[config.mk]
export PLATFORM = sky130hd
export DESIGN_NAME = stereo_linear_resampler_core_flat
export DESIGN_NICKNAME = d
export VERILOG_FILES = /design/src/rtl/core/srl_pkg.sv /design/src/rtl/core/srl_in_if.sv /design/src/rtl/core/srl_out_if.sv /design/src/rtl/core/stereo_linear_resampler_core.sv /design/src/rtl/core/srl_lane.sv /design/src/rtl/core/srl_merge.sv /design/src/flat_wrapper.sv
export SDC_FILE = /design/constraint.sdc
export NUM_CORES = 2
export LEC_CHECK = 0
export ABC_AREA = 1
export BUFFER_PORTS_ARGS = -buffer_cell sky130_fd_sc_hd__buf_2
export CAP_MARGIN = 40
export CORE_UTILIZATION = 60
export DETAILED_ROUTE_END_ITERATION = 7
export GPL_ROUTABILITY_DRIVEN = 0
export PLACE_DENSITY = 0.74
export SYNTH_ARGS = -nofsm -noshare
export SYNTH_HDL_FRONTEND = slang
export SYNTH_SLANG_ARGS = --single-unit
[constraint.sdc]
create_clock -name i_clk -period 13.4 [get_ports i_clk]
set_input_delay 1.34 -clock i_clk [delete_from_list [all_inputs] [get_ports i_clk]]
set_output_delay 1.34 -clock i_clk [all_outputs]
set_load 0.005 [all_outputs]
[src/rtl/core/srl_pkg.sv]
`timescale 1ns / 1ps

package srl_pkg;

    // Configuration register widths and reset values
    localparam int STEP_W       = 20;
    localparam int MAXOUT_W     = 7;
    localparam int CFG_IDX_W    = 2;
    localparam int CFG_DATA_W   = STEP_W;
    localparam int MAX_RESULTS  = 64;

    localparam logic [STEP_W-1:0]   STEP_RESET   = 20'd65536;
    localparam logic [MAXOUT_W-1:0] MAXOUT_RESET = 7'd64;
    localparam logic [MAXOUT_W-1:0] MAXOUT_CAP   = 7'd64;

    // Register indexes on the configuration port
    typedef enum logic [CFG_IDX_W-1:0] {
        CFG_PHASE_STEP  = 2'd0,
        CFG_MAX_OUTPUTS = 2'd1
    } t_cfg_idx;

    // Control from the sequencer to the output stage
    typedef struct packed {
        logic load;
        logic last;
    } t_merge_ctl;

endpackage

[src/rtl/core/srl_in_if.sv]
`timescale 1ns / 1ps

interface srl_in_if #(
    parameter int SAMPLE_BITS = 16
);
    logic                          valid;
    logic                          ready;
    logic signed [SAMPLE_BITS-1:0] left_in;
    logic signed [SAMPLE_BITS-1:0] right_in;

    modport source (output valid, output left_in, output right_in, input ready);
    modport sink   (input valid, input left_in, input right_in, output ready);
endinterface

[src/rtl/core/srl_out_if.sv]
`timescale 1ns / 1ps

interface srl_out_if #(
    parameter int SAMPLE_BITS = 16
);
    logic                          valid;
    logic                          ready;
    logic signed [SAMPLE_BITS-1:0] left_out;
    logic signed [SAMPLE_BITS-1:0] right_out;
    logic                          run_last;

    modport source (output valid, output left_out, output right_out, output run_last,
                    input ready);
    modport sink   (input valid, input left_out, input right_out, input run_last,
                    output ready);
endinterface

[src/rtl/core/stereo_linear_resampler_core.sv]
`timescale 1ns / 1ps

// Stereo linear-interpolation resampler.
// Input channel i_in carries one signed stereo pair per word; output channel
// o_out carries interpolated pairs, run_last marking the final pair made for
// an input word. An input word may give zero pairs (phase at or above one, or max outputs zero).
// Configuration: write i_cfg_data to register i_cfg_idx when i_cfg_we is high
// (0 = phase step, 1 = max outputs per input), only while the block is idle.
// Timing: one input word at a time. After accept, the sequencer checks the run,
// the lane multipliers register the product, and the add result is loaded into
// the output register; each further pair repeats the check, multiply and add
// steps. The next word is accepted once the last pair has been loaded into the
// output register, or after the check step when the word gives no pair.
// Reset (synchronous, active low) clears the held pair and phase to zero and
// restores phase step 1.0 and max outputs 64.
// A stalled receiver holds the output word; the sequencer waits in its add
// step until the output register frees up.
module stereo_linear_resampler_core #(
    parameter int FRAC_BITS   = 16,
    parameter int SAMPLE_BITS = 16
) (
    input  logic                               i_clk,
    input  logic                               i_rst_n,
    srl_in_if.sink                             i_in,
    srl_out_if.source                          o_out,
    input  logic                               i_cfg_we,
    input  logic [srl_pkg::CFG_IDX_W-1:0]      i_cfg_idx,
    input  logic [srl_pkg::CFG_DATA_W-1:0]     i_cfg_data
);
    localparam int PHASE_W = ((FRAC_BITS > srl_pkg::STEP_W) ? FRAC_BITS : srl_pkg::STEP_W) + 1;
    localparam logic [PHASE_W-1:0] PHASE_ONE = PHASE_W'(1) << FRAC_BITS;
    localparam logic [PHASE_W-1:0] PHASE_MAX = PHASE_ONE + (PHASE_W'(1) << srl_pkg::STEP_W);

    typedef enum logic [1:0] {
        S_IDLE,
        S_CHECK,
        S_ADD
    } t_state;

    t_state                                r_state, n_state;
    logic [srl_pkg::STEP_W-1:0]            r_step;
    logic [srl_pkg::MAXOUT_W-1:0]          r_max;
    logic [PHASE_W-1:0]                    r_phase, n_phase;
    logic [srl_pkg::MAXOUT_W-1:0]          r_count, n_count;
    logic                                  r_last, n_last;
    logic signed [SAMPLE_BITS-1:0]         r_held_l, n_held_l;
    logic signed [SAMPLE_BITS-1:0]         r_held_r, n_held_r;
    logic signed [SAMPLE_BITS-1:0]         r_cur_l, n_cur_l;
    logic signed [SAMPLE_BITS-1:0]         r_cur_r, n_cur_r;

    logic                                  phase_lt_one;
    logic [srl_pkg::MAXOUT_W-1:0]          limit;
    logic                                  more;
    logic [PHASE_W-1:0]                    phase_sum;
    logic [PHASE_W-1:0]                    fin_phase;
    logic [srl_pkg::MAXOUT_W-1:0]          cnt_inc;
    logic                                  mul_en;
    logic                                  out_free;
    srl_pkg::t_merge_ctl                   merge_ctl;
    logic signed [SAMPLE_BITS-1:0]         lane_l, lane_r;

    // Run bookkeeping
    assign phase_lt_one = r_phase < PHASE_ONE;
    assign limit        = (r_max > srl_pkg::MAXOUT_CAP) ? srl_pkg::MAXOUT_CAP : r_max;
    assign more         = phase_lt_one && (r_count < limit);
    assign phase_sum    = r_phase + PHASE_W'(r_step);
    assign fin_phase    = phase_lt_one ? r_phase : r_phase - PHASE_ONE;
    assign cnt_inc      = r_count + srl_pkg::MAXOUT_W'(1);

    assign i_in.ready = (r_state == S_IDLE);

    // Sequencer: issue one pair to the lanes, then hand the sum to the output stage
    always_comb begin
        n_state        = r_state;
        n_phase        = r_phase;
        n_count        = r_count;
        n_last         = r_last;
        n_held_l       = r_held_l;
        n_held_r       = r_held_r;
        n_cur_l        = r_cur_l;
        n_cur_r        = r_cur_r;
        mul_en         = 1'b0;
        merge_ctl.load = 1'b0;
        merge_ctl.last = r_last;
        unique case (r_state)
            S_IDLE: begin
                if (i_in.valid) begin
                    n_cur_l = i_in.left_in;
                    n_cur_r = i_in.right_in;
                    n_count = '0;
                    n_state = S_CHECK;
                end
            end
            S_CHECK: begin
                if (more) begin
                    mul_en  = 1'b1;
                    n_phase = phase_sum;
                    n_count = cnt_inc;
                    n_last  = (phase_sum >= PHASE_ONE) || (cnt_inc >= limit);
                    n_state = S_ADD;
                end else begin
                    n_phase  = fin_phase;
                    n_held_l = r_cur_l;
                    n_held_r = r_cur_r;
                    n_state  = S_IDLE;
                end
            end
            S_ADD: begin
                if (out_free) begin
                    merge_ctl.load = 1'b1;
                    if (r_last) begin
                        n_phase  = fin_phase;
                        n_held_l = r_cur_l;
                        n_held_r = r_cur_r;
                        n_state  = S_IDLE;
                    end else begin
                        n_state = S_CHECK;
                    end
                end
            end
            default: n_state = S_IDLE;
        endcase
    end

    // Hold state, run registers and configuration
    always_ff @(posedge i_clk) begin
        if (!i_rst_n) begin
            r_state  <= S_IDLE;
            r_phase  <= '0;
            r_count  <= '0;
            r_last   <= 1'b0;
            r_held_l <= '0;
            r_held_r <= '0;
            r_step   <= srl_pkg::STEP_RESET;
            r_max    <= srl_pkg::MAXOUT_RESET;
        end else begin
            r_state  <= n_state;
            r_phase  <= n_phase;
            r_count  <= n_count;
            r_last   <= n_last;
            r_held_l <= n_held_l;
            r_held_r <= n_held_r;
            if (i_cfg_we) begin
                unique case (srl_pkg::t_cfg_idx'(i_cfg_idx))
                    srl_pkg::CFG_PHASE_STEP:  r_step <= i_cfg_data;
                    srl_pkg::CFG_MAX_OUTPUTS: r_max  <= i_cfg_data[srl_pkg::MAXOUT_W-1:0];
                    default: ;
                endcase
            end
        end
    end

    always_ff @(posedge i_clk) begin
        r_cur_l <= n_cur_l;
        r_cur_r <= n_cur_r;
    end

    // One lane per channel
    srl_lane #(
        .SAMPLE_BITS (SAMPLE_BITS),
        .FRAC_BITS   (FRAC_BITS)
    ) u_lane_l (
        .i_clk    (i_clk),
        .i_mul_en (mul_en),
        .i_held   (r_held_l),
        .i_cur    (r_cur_l),
        .i_frac   (r_phase[FRAC_BITS-1:0]),
        .o_sample (lane_l)
    );

    srl_lane #(
        .SAMPLE_BITS (SAMPLE_BITS),
        .FRAC_BITS   (FRAC_BITS)
    ) u_lane_r (
        .i_clk    (i_clk),
        .i_mul_en (mul_en),
        .i_held   (r_held_r),
        .i_cur    (r_cur_r),
        .i_frac   (r_phase[FRAC_BITS-1:0]),
        .o_sample (lane_r)
    );

    srl_merge #(
        .SAMPLE_BITS (SAMPLE_BITS)
    ) u_merge (
        .i_clk   (i_clk),
        .i_rst_n (i_rst_n),
        .i_ctl   (merge_ctl),
        .i_left  (lane_l),
        .i_right (lane_r),
        .o_free  (out_free),
        .o_out   (o_out)
    );

    a_phase_range: assert property (@(posedge i_clk) disable iff (!i_rst_n)
        r_phase < PHASE_MAX)
        else $error("phase accumulator out of range");

    a_count_cap: assert property (@(posedge i_clk) disable iff (!i_rst_n)
        r_count <= srl_pkg::MAXOUT_CAP)
        else $error("run produced too many pairs");

    a_stall_hold: assert property (@(posedge i_clk) disable iff (!i_rst_n)
        (r_state == S_ADD && !out_free) |=> (r_state == S_ADD && $stable(r_phase)))
        else $error("sequencer moved on while output stage was full");

endmodule

[src/rtl/core/srl_lane.sv]
`timescale 1ns / 1ps

module srl_lane #(
    parameter int SAMPLE_BITS = 16,
    parameter int FRAC_BITS   = 16
) (
    input  logic                          i_clk,
    input  logic                          i_mul_en,
    input  logic signed [SAMPLE_BITS-1:0] i_held,
    input  logic signed [SAMPLE_BITS-1:0] i_cur,
    input  logic        [FRAC_BITS-1:0]   i_frac,
    output logic signed [SAMPLE_BITS-1:0] o_sample
);
    localparam int DIFF_W = SAMPLE_BITS + 1;
    localparam int PROD_W = SAMPLE_BITS + FRAC_BITS + 2;
    localparam int SUM_W  = SAMPLE_BITS + 2;

    logic signed [DIFF_W-1:0]    diff;
    logic signed [FRAC_BITS:0]   frac_s;
    logic signed [PROD_W-1:0]    n_prod;
    logic signed [PROD_W-1:0]    r_prod;
    logic signed [SUM_W-1:0]     shifted;
    logic signed [SUM_W-1:0]     held_x;
    logic signed [SUM_W-1:0]     sum;

    // Difference and full-width product, registered before the add
    assign diff   = {i_cur[SAMPLE_BITS-1], i_cur} - {i_held[SAMPLE_BITS-1], i_held};
    assign frac_s = {1'b0, i_frac};
    assign n_prod = diff * frac_s;

    always_ff @(posedge i_clk) begin
        if (i_mul_en) begin
            r_prod <= n_prod;
        end
    end

    // Floor shift is the arithmetic shift; interpolated value fits the sample width
    assign shifted  = r_prod[PROD_W-1:FRAC_BITS];
    assign held_x   = {{2{i_held[SAMPLE_BITS-1]}}, i_held};
    assign sum      = held_x + shifted;
    assign o_sample = sum[SAMPLE_BITS-1:0];

endmodule

[src/rtl/core/srl_merge.sv]
`timescale 1ns / 1ps

module srl_merge #(
    parameter int SAMPLE_BITS = 16
) (
    input  logic                          i_clk,
    input  logic                          i_rst_n,
    input  srl_pkg::t_merge_ctl           i_ctl,
    input  logic signed [SAMPLE_BITS-1:0] i_left,
    input  logic signed [SAMPLE_BITS-1:0] i_right,
    output logic                          o_free,
    srl_out_if.source                     o_out
);
    logic                          r_valid;
    logic signed [SAMPLE_BITS-1:0] r_left;
    logic signed [SAMPLE_BITS-1:0] r_right;
    logic                          r_last;

    // Register is free when empty or drained this cycle
    assign o_free = !r_valid || o_out.ready;

    always_ff @(posedge i_clk) begin
        if (!i_rst_n) begin
            r_valid <= 1'b0;
        end else if (i_ctl.load) begin
            r_valid <= 1'b1;
        end else if (o_out.ready) begin
            r_valid <= 1'b0;
        end
    end

    // Join both lanes into one output word
    always_ff @(posedge i_clk) begin
        if (i_ctl.load) begin
            r_left  <= i_left;
            r_right <= i_right;
            r_last  <= i_ctl.last;
        end
    end

    assign o_out.valid     = r_valid;
    assign o_out.left_out  = r_left;
    assign o_out.right_out = r_right;
    assign o_out.run_last  = r_last;

    a_load_free: assert property (@(posedge i_clk) disable iff (!i_rst_n)
        i_ctl.load |-> (!r_valid || o_out.ready))
        else $error("output word overwritten before it was taken");

endmodule
[src/flat_wrapper.sv]
// flat-port wrapper written by rule: the top's interface ports become plain ports
module stereo_linear_resampler_core_flat 
#(
    parameter int FRAC_BITS   = 16,
    parameter int SAMPLE_BITS = 16
)
  (i_clk, i_rst_n, i_cfg_we, i_cfg_idx, i_cfg_data, i_in_valid, i_in_left_in, i_in_right_in, i_in_ready, o_out_valid, o_out_left_out, o_out_right_out, o_out_run_last, o_out_ready);
  srl_in_if #(.SAMPLE_BITS(SAMPLE_BITS)) i_in_i ();
  srl_out_if #(.SAMPLE_BITS(SAMPLE_BITS)) o_out_i ();
  input  logic i_clk;
  input  logic i_rst_n;
  input  logic i_cfg_we;
  input  logic [srl_pkg::CFG_IDX_W-1:0] i_cfg_idx;
  input  logic [srl_pkg::CFG_DATA_W-1:0] i_cfg_data;
  input wire logic [$bits(i_in_i.valid)-1:0] i_in_valid;
  input wire logic [$bits(i_in_i.left_in)-1:0] i_in_left_in;
  input wire logic [$bits(i_in_i.right_in)-1:0] i_in_right_in;
  output wire logic [$bits(i_in_i.ready)-1:0] i_in_ready;
  output wire logic [$bits(o_out_i.valid)-1:0] o_out_valid;
  output wire logic [$bits(o_out_i.left_out)-1:0] o_out_left_out;
  output wire logic [$bits(o_out_i.right_out)-1:0] o_out_right_out;
  output wire logic [$bits(o_out_i.run_last)-1:0] o_out_run_last;
  input wire logic [$bits(o_out_i.ready)-1:0] o_out_ready;
  assign i_in_i.valid = i_in_valid;
  assign i_in_i.left_in = i_in_left_in;
  assign i_in_i.right_in = i_in_right_in;
  assign i_in_ready = i_in_i.ready;
  assign o_out_valid = o_out_i.valid;
  assign o_out_left_out = o_out_i.left_out;
  assign o_out_right_out = o_out_i.right_out;
  assign o_out_run_last = o_out_i.run_last;
  assign o_out_i.ready = o_out_ready;
  stereo_linear_resampler_core #(.FRAC_BITS(FRAC_BITS), .SAMPLE_BITS(SAMPLE_BITS)) u_core (.i_clk(i_clk), .i_rst_n(i_rst_n), .i_in(i_in_i), .o_out(o_out_i), .i_cfg_we(i_cfg_we), .i_cfg_idx(i_cfg_idx), .i_cfg_data(i_cfg_data));
endmodule
* After elaboration in Yosys (flattened, before gate mapping)
Cells that the tools add are included.
** Operators by class
- $add $sub $neg :: 7
- Magnitude comparators :: 5
- Multiply operators :: 2
- Multiplexer cells :: 28
- Div/mod/pow operators :: 0
- Reductions and logical operators :: 17
- Bitwise gates (word level) :: 0
- Shift operators :: 0
- Equal/unequal tests :: 8
** Operator list (count)
- $mux 16 :: 6
- $mux 21 :: 4
- $mul 17x17->32 :: 2
- $pmux 16 s2 :: 2
- $pmux 21 s2 :: 1
- $sub 16x16->17 :: 2
- $add 16x16->16 :: 2
- $add 21x20->21 :: 1
- $ge 21x17->1 const B :: 1
- $lt 21x17->1 const B :: 1
- $mux 7 :: 3
- $sub 21x17->21 const B :: 1
- $pmux 7 s2 :: 1
- $reduce_and 2->1 :: 5
- $add 7x1->7 const B :: 1
- $ge 7x7->1 :: 1
- $gt 7x7->1 const B :: 1
- $lt 7x7->1 :: 1
- $mux 1 :: 7
- $mux 2 :: 3
- $ne 2x1->1 const B :: 3
- $pmux 2 s3 :: 1
- $reduce_and 3->1 :: 2
- $reduce_bool 2->1 :: 3
- 8 further kinds :: 12
** Word-level totals
- Word-level logic and storage cells :: 83
- Output and inout bits :: 35
- Flip-flop bits (word level) :: 220
- Bits in read-only memories :: 0
- Latch bits :: 0
- Bits of input ports :: 59
- Memory bits (writable) :: 0
- Memories kept :: 0

* Depth between registers and ports, before layout
- Word-level depth :: 6
- Depth in mapped cells :: 40
- Gate-level depth less buffers :: 40

* Hierarchy
Synthesis repeated with hierarchy kept, for this count alone.
** Second synthesis, totals
- Cell total of the unflattened synthesis :: 4055
- Area, all modules :: 32240.9 um^2
** By module, submodules not included
- srl_lane at u_core.u_lane_l :: cells each 1625, instances 1, area each 12582.1 um^2, sequential area each 480.5 um^2
- srl_lane at u_core.u_lane_r :: cells each 1624, instances 1, area each 12562.0 um^2, sequential area each 480.5 um^2
- stereo_linear_resampler_core :: cells each 767, instances 1, area each 6059.6 um^2, sequential area each 2762.6 um^2
- srl_merge :: cells each 39, instances 1, area each 1037.2 um^2, sequential area each 1011.0 um^2

* Worst setup path after synthesis
No wires, ideal clock.
- Path type :: register -> register
- Start :: reg u_core.r_cur_r[0]
- End :: reg u_core.u_lane_r.r_prod[31], data pin
- Path slack :: 6.724 ns
- Setup time :: 0.252 ns
- Clock period less this slack :: 6.676 ns
- Stages on the path, launching flop included :: 33
- Arrival time :: 6.423 ns
- Buffers on the path :: 1
- Path through :: edfxtp_1 -> inv_1 -> ha_1 -> fa_1 -> o21ai_2 -> nand3_2 -> nand2_4 -> nand2_2 -> nand2_1 -> nand2_1 -> nand2_4 -> nor2_1 -> fa_1 -> inv_1 -> fa_1 -> clkbuf_1 -> xor2_1 -> o21ai_0 -> fa_1 -> fa_1 -> inv_1 -> fa_1 -> inv_1 -> ha_1 -> a21oi_1 -> a21boi_0 -> inv_1 -> nand2_1 -> nand3b_1 -> nor2_1 -> o21ai_0 -> nand3_1 -> nand2_1
** Between the ends
- Word-level cells in the longest chain between the ends :: 2
** RTL lines
- start: declaration :: RTL line stereo_linear_resampler_core.sv:49 : logic signed [SAMPLE_BITS-1:0] r_cur_r, n_cur_r;
- start signal: assignment :: RTL line stereo_linear_resampler_core.sv:155 : r_cur_r <= n_cur_r;
- $sub 16x16->17 :: RTL line srl_lane.sv:27 : assign diff = {i_cur[SAMPLE_BITS-1], i_cur} - {i_held[SAMPLE_BITS-1], i_held};
- $mul 17x17->32 :: RTL line srl_lane.sv:29 : assign n_prod = diff * frac_s;
- net u_core.u_lane_r.n_prod[31] :: RTL line srl_lane.sv:20 : logic signed [PROD_W-1:0] n_prod;
- end signal: assignment :: RTL line srl_lane.sv:33 : r_prod <= n_prod;
- end: declaration :: RTL line srl_lane.sv:21 : logic signed [PROD_W-1:0] r_prod;
The timed path passes the listed nets, and every way through them passes these cells.
A chain may end at the register's enable or synchronous reset.

* Final worst setup path
- Start :: reg u_core.r_cur_l[0]
- End :: reg u_core.u_lane_l.r_prod[25], data pin
** Between the ends
- Word-level cells in the longest chain between the ends :: 2
** RTL lines
- start: declaration :: RTL line stereo_linear_resampler_core.sv:48 : logic signed [SAMPLE_BITS-1:0] r_cur_l, n_cur_l;
- start signal: assignment :: RTL line stereo_linear_resampler_core.sv:154 : r_cur_l <= n_cur_l;
- $sub 16x16->17 :: RTL line srl_lane.sv:27
- $mul 17x17->32 :: RTL line srl_lane.sv:29
- net u_core.u_lane_l.n_prod[25] :: RTL line srl_lane.sv:20
- end signal: assignment :: RTL line srl_lane.sv:33
- end: declaration :: RTL line srl_lane.sv:21
The timed path passes the listed nets, and every way through them passes these cells.

==> reports/qor.json <==
{
  "cp_common_cell": {"value": "nand2_1"},
  "synthesis.yosys.warnings": {"value": 0},
  "ys_seq_elements": {"value": 188},
  "cellPowerDensity": {"value": 119, "unit": "mW/mm2"},
  "grt_util_met2": {"value": 53.8, "unit": "%"},
  "grt_first_pass_wirelength": {"value": 138, "unit": "mm"},
  "post_dp_cell_area": {"value": 0.0332, "unit": "mm2"},
  "vias": {"value": 26117},
  "leak_pwr": {"value": 17.8, "unit": "nW"},
  "slew-limit-headroom": {"value": 35.3, "unit": "%"},
  "via_count_of_the_first_global_routing_pass": {"value": 26187},
  "top_usage_layer": {"value": "met2"},
  "clock_power_share": {"value": 13.6, "unit": "%"},
  "report.power.total": {"value": 4.02, "unit": "mW"},
  "fin_crit_sh": {"value": 57.6, "unit": "%"},
  "run_status": {"value": "finished, final reports clean"},
  "totalNegativeSetupSlack": {"value": 0, "unit": "ns"},
  "cts-buffers-inserted": {"value": 17},
  "setup-violations-final": {"value": 0},
  "timing_worst_slew_pin_value": {"value": 0.964, "unit": "ns"},
  "intPower": {"value": 1.80, "unit": "mW"},
  "power.share.switching": {"value": 55.3, "unit": "%"},
  "grt_max_degree": {"value": 67},
  "slew_viol_final": {"value": 0},
  "placeableCoreArea": {"value": 0.0526, "unit": "mm2"},
  "async_flop_share": {"value": 0, "unit": "%"},
  "hold_slack": {"value": 0.480, "unit": "ns"},
  "overflow": {"value": 0},
  "final_layout_size_suffix_gt1_share": {"value": 6.22, "unit": "%"},
  "stdcell_count": {"value": 4742},
  "numPlacedInstances": {"value": 4709},
  "final_design_area_no_fill": {"value": 0.0338, "unit": "mm2"},
  "critPathLaunchType": {"value": "flip-flop"},
  "synth.most_common_cell": {"value": "inv_1"},
  "gr-usage-met1": {"value": 43.7, "unit": "%"},
  "cts_tree": {"value": "built"},
  "clock_insertion_delay_worst_skew": {"value": 0.52, "unit": "ns"},
  "clock_skew": {"value": 0.0308, "unit": "ns"},
  "setup.worst_path.end_class": {"value": "flip-flop"},
  "filler_cell_count": {"value": 4578},
  "drt_drc_violations_left": {"value": 0},
  "synth_edf_count": {"value": 97},
  "hold_viol": {"value": 0},
  "post_synth_inst_count": {"value": 3994},
  "dp.final_hpwl": {"value": 69.8, "unit": "mm"},
  "syn-num-nets": {"value": 4843},
  "clock_transition_at_the_register_clock_pins_on_the_worst_setup_and_hold_paths_after_cts": {"value": 0.11, "unit": "ns"},
  "synth.distinct_cells": {"value": 63},
  "synth_top_area_cell": {"value": "fa_1"},
  "die_area": {"value": 0.0542, "unit": "mm2"},
  "ys_seq_area_share": {"value": 14.8, "unit": "%"},
  "placement.io_buffers": {"value": 93},
  "timing.critical_path.slowest_stage_cell": {"value": "nand3b_1"},
  "detailedRoute.firstPassIterationCount": {"value": 5},
  "vert_die_dim": {"value": 233, "unit": "um"},
  "cts_num_sinks": {"value": 188},
  "finalNetCount": {"value": 4889},
  "antenna_left": {"value": 0},
  "worst-endpoint-required": {"value": 13.69, "unit": "ns"},
  "clock_path_buffers": {"value": 2},
  "dominantRegCellSynth": {"value": "edfxtp_1"},
  "net-switching-power": {"value": 2.22, "unit": "mW"},
  "postcts_resize_cnt": {"value": 0},
  "vias_per_cell": {"value": 5.51},
  "row_count": {"value": 84},
  "criticalPathCategory": {"value": "flip-flop to flip-flop"},
  "drt-wirelength-per-cell": {"value": 18.3, "unit": "um"},
  "postLayoutSetupSlackWorst": {"value": 5.68, "unit": "ns"},
  "drt_wl_total": {"value": 86.6, "unit": "mm"},
  "grt.total_usage": {"value": 33.7, "unit": "%"},
  "final_core_utilization": {"value": 64.3, "unit": "%"},
  "max_cap_check_violation_count": {"value": 0},
  "data_arrival_critical_path": {"value": 8.00, "unit": "ns"},
  "hold_path_class": {"value": "flip-flop to flip-flop"},
  "synthesis.area": {"value": 0.0319, "unit": "mm2"},
  "achievable-frequency": {"value": 0.130, "unit": "GHz"},
  "root_buffer": {"value": "clkbuf_16"},
  "grt_setup_unrepaired": {"value": "false"},
  "vdd_ir_drop_max": {"value": 0.000113, "unit": "V"},
  "power.share.combinational": {"value": 65.0, "unit": "%"},
  "finalWorstPathRequiredPeriod": {"value": 7.72, "unit": "ns"},
  "total_of_hold_buffers_inserted_after_clock_tree_synthesis": {"value": 0},
  "met3_resource_use_gr": {"value": 8.42, "unit": "%"},
  "top_level_ports": {"value": 94},
  "floorplan.initialDensity": {"value": 60.8, "unit": "%"},
  "sequential_group_share_of_total_power": {"value": 21.4, "unit": "%"},
  "post_cts_repair_setup_buffers": {"value": 0},
  "placement.setup.worst_slack": {"value": 5.75, "unit": "ns"},
  "syn-mean-instance-area": {"value": 8.00, "unit": "um2"},
  "worst_path_largest_cell_delay": {"value": 0.53, "unit": "ns"},
  "area.growth.synth_to_final": {"value": 5.73, "unit": "%"},
  "crit_fanout": {"value": 11},
  "first_iter_violations": {"value": 2066},
  "grt_antenna_before_repair": {"value": 1},
  "ys_top_cells_by_area": {"value": "fa_1 (33%), inv_1 (11%), ha_1 (11%), edfxtp_1 (9.1%), nand2_1 (7.9%)"},
  "synthTopCellsByCount": {"value": "inv_1 (943), nand2_1 (674), fa_1 (522)"},
  "synth_largest_type_area_fraction": {"value": 32.7, "unit": "%"},
  "die_w": {"value": 233, "unit": "um"},
  "clock_tree.htree_level_count": {"value": 4}
}
-- final timing paths --
kind | slack, ns | cells after the start | end | from
max | 5.68 | 35 | u_core.u_lane_l.r_prod[25] | u_core.r_cur_l[0]
min | 0.48 | 2 | u_core.r_max[0] | u_core.r_max[0]
max reg2reg | 5.68 | 35 | u_core.u_lane_l.r_prod[25] | u_core.r_cur_l[0]
min reg2reg | 0.48 | 2 | u_core.r_max[0] | u_core.r_max[0]
-- layer usage --
metal | up-vias | routed length (um)
met5 | - | 0
met4 | 0 | 3430
met3 | 216 | 8640
met2 | 1147 | 40000
met1 | 12568 | 34500
li1 | 12186 | -
-- state kept, by name, indices dropped and copies added, names as in the netlist --
| signal | cells |
|---|---|
| u_core.r_count | 7 |
| u_core.r_cur_l | 16 |
| u_core.r_cur_r | 16 |
| u_core.r_held_l | 16 |
| u_core.r_held_r | 16 |
| u_core.r_last | 1 |
| u_core.r_max | 7 |
| u_core.r_phase | 21 |
| u_core.r_state | 2 |
| u_core.r_step | 20 |
| u_core.u_lane_l.r_prod | 16 |
| u_core.u_lane_r.r_prod | 16 |
| u_core.u_merge.o_out.left_out | 16 |
| u_core.u_merge.o_out.right_out | 16 |
| u_core.u_merge.o_out.run_last | 1 |
| u_core.u_merge.o_out.valid | 1 |
-- power groups by stage --
stage	clock network [mW]	logic [mW]	registers (mW)
6_report	0.546	2.61	0.862
5_1_grt	0.574	2.88	0.872
4_1_cts	0.558	2.56	0.861
3_5_place_dp	0	2.54	0.872
3_3_place_gp	0	2.50	0.872
2_1_floorplan	0	1.82	0.837
-- cells in the final DEF, fill, tap and decap left out, types with 17 or more instances in the layout --
master / n
a21oi_1: 203
buf_2: 93
buf_4: 21
clkbuf_16: 17
dfxtp_1: 91
edfxtp_1: 97
fa_1: 522
ha_1: 268
inv_1: 943
nand2_1: 673
nand3_1: 186
nand4_1: 20
nor2_1: 426
nor2_2: 21
nor3_1: 18
o21ai_0: 123
xnor2_1: 30
xor2_1: 84
-- critical path: cells and delay by family (launching register included) --
kind	cells	cell delay [ns]
flip-flops	1	0.33
AO/OA/AOI/OAI	1	0.15
AND/OR/NAND/NOR	17	2.71
XOR/XNOR	1	0.06
buffers and inverters	7	0.46
adder cells (fa/ha/maj)	9	3.76
-- cell type report --
class	count	area, um2	share of cell area, %
Clock buffer	17	425	1.26
Inverter	974	3660	10.8
Timing Repair Buffer	118	733	2.17
Sequential cell	188	4730	14.0
Clock inverter	15	181	0.537
Multi-Input combinational cell	2741	23200	68.6
Tap cell	688	861	2.55
Antenna cell	1	2.50	0.00741
-- cells by family after synthesis --
| family | count (synthesis) | synth area share (%) |
|---|---|---|
| simple gates | 1415 | 18.6 |
| buf+inv | 1065 | 12.7 |
| flops | 188 | 14.8 |
| fa+ha+maj | 790 | 43.2 |
| compound gates | 417 | 7.27 |
| xor+xnor | 119 | 3.42 |
Note: power is estimated with default switching activity, not from simulation.
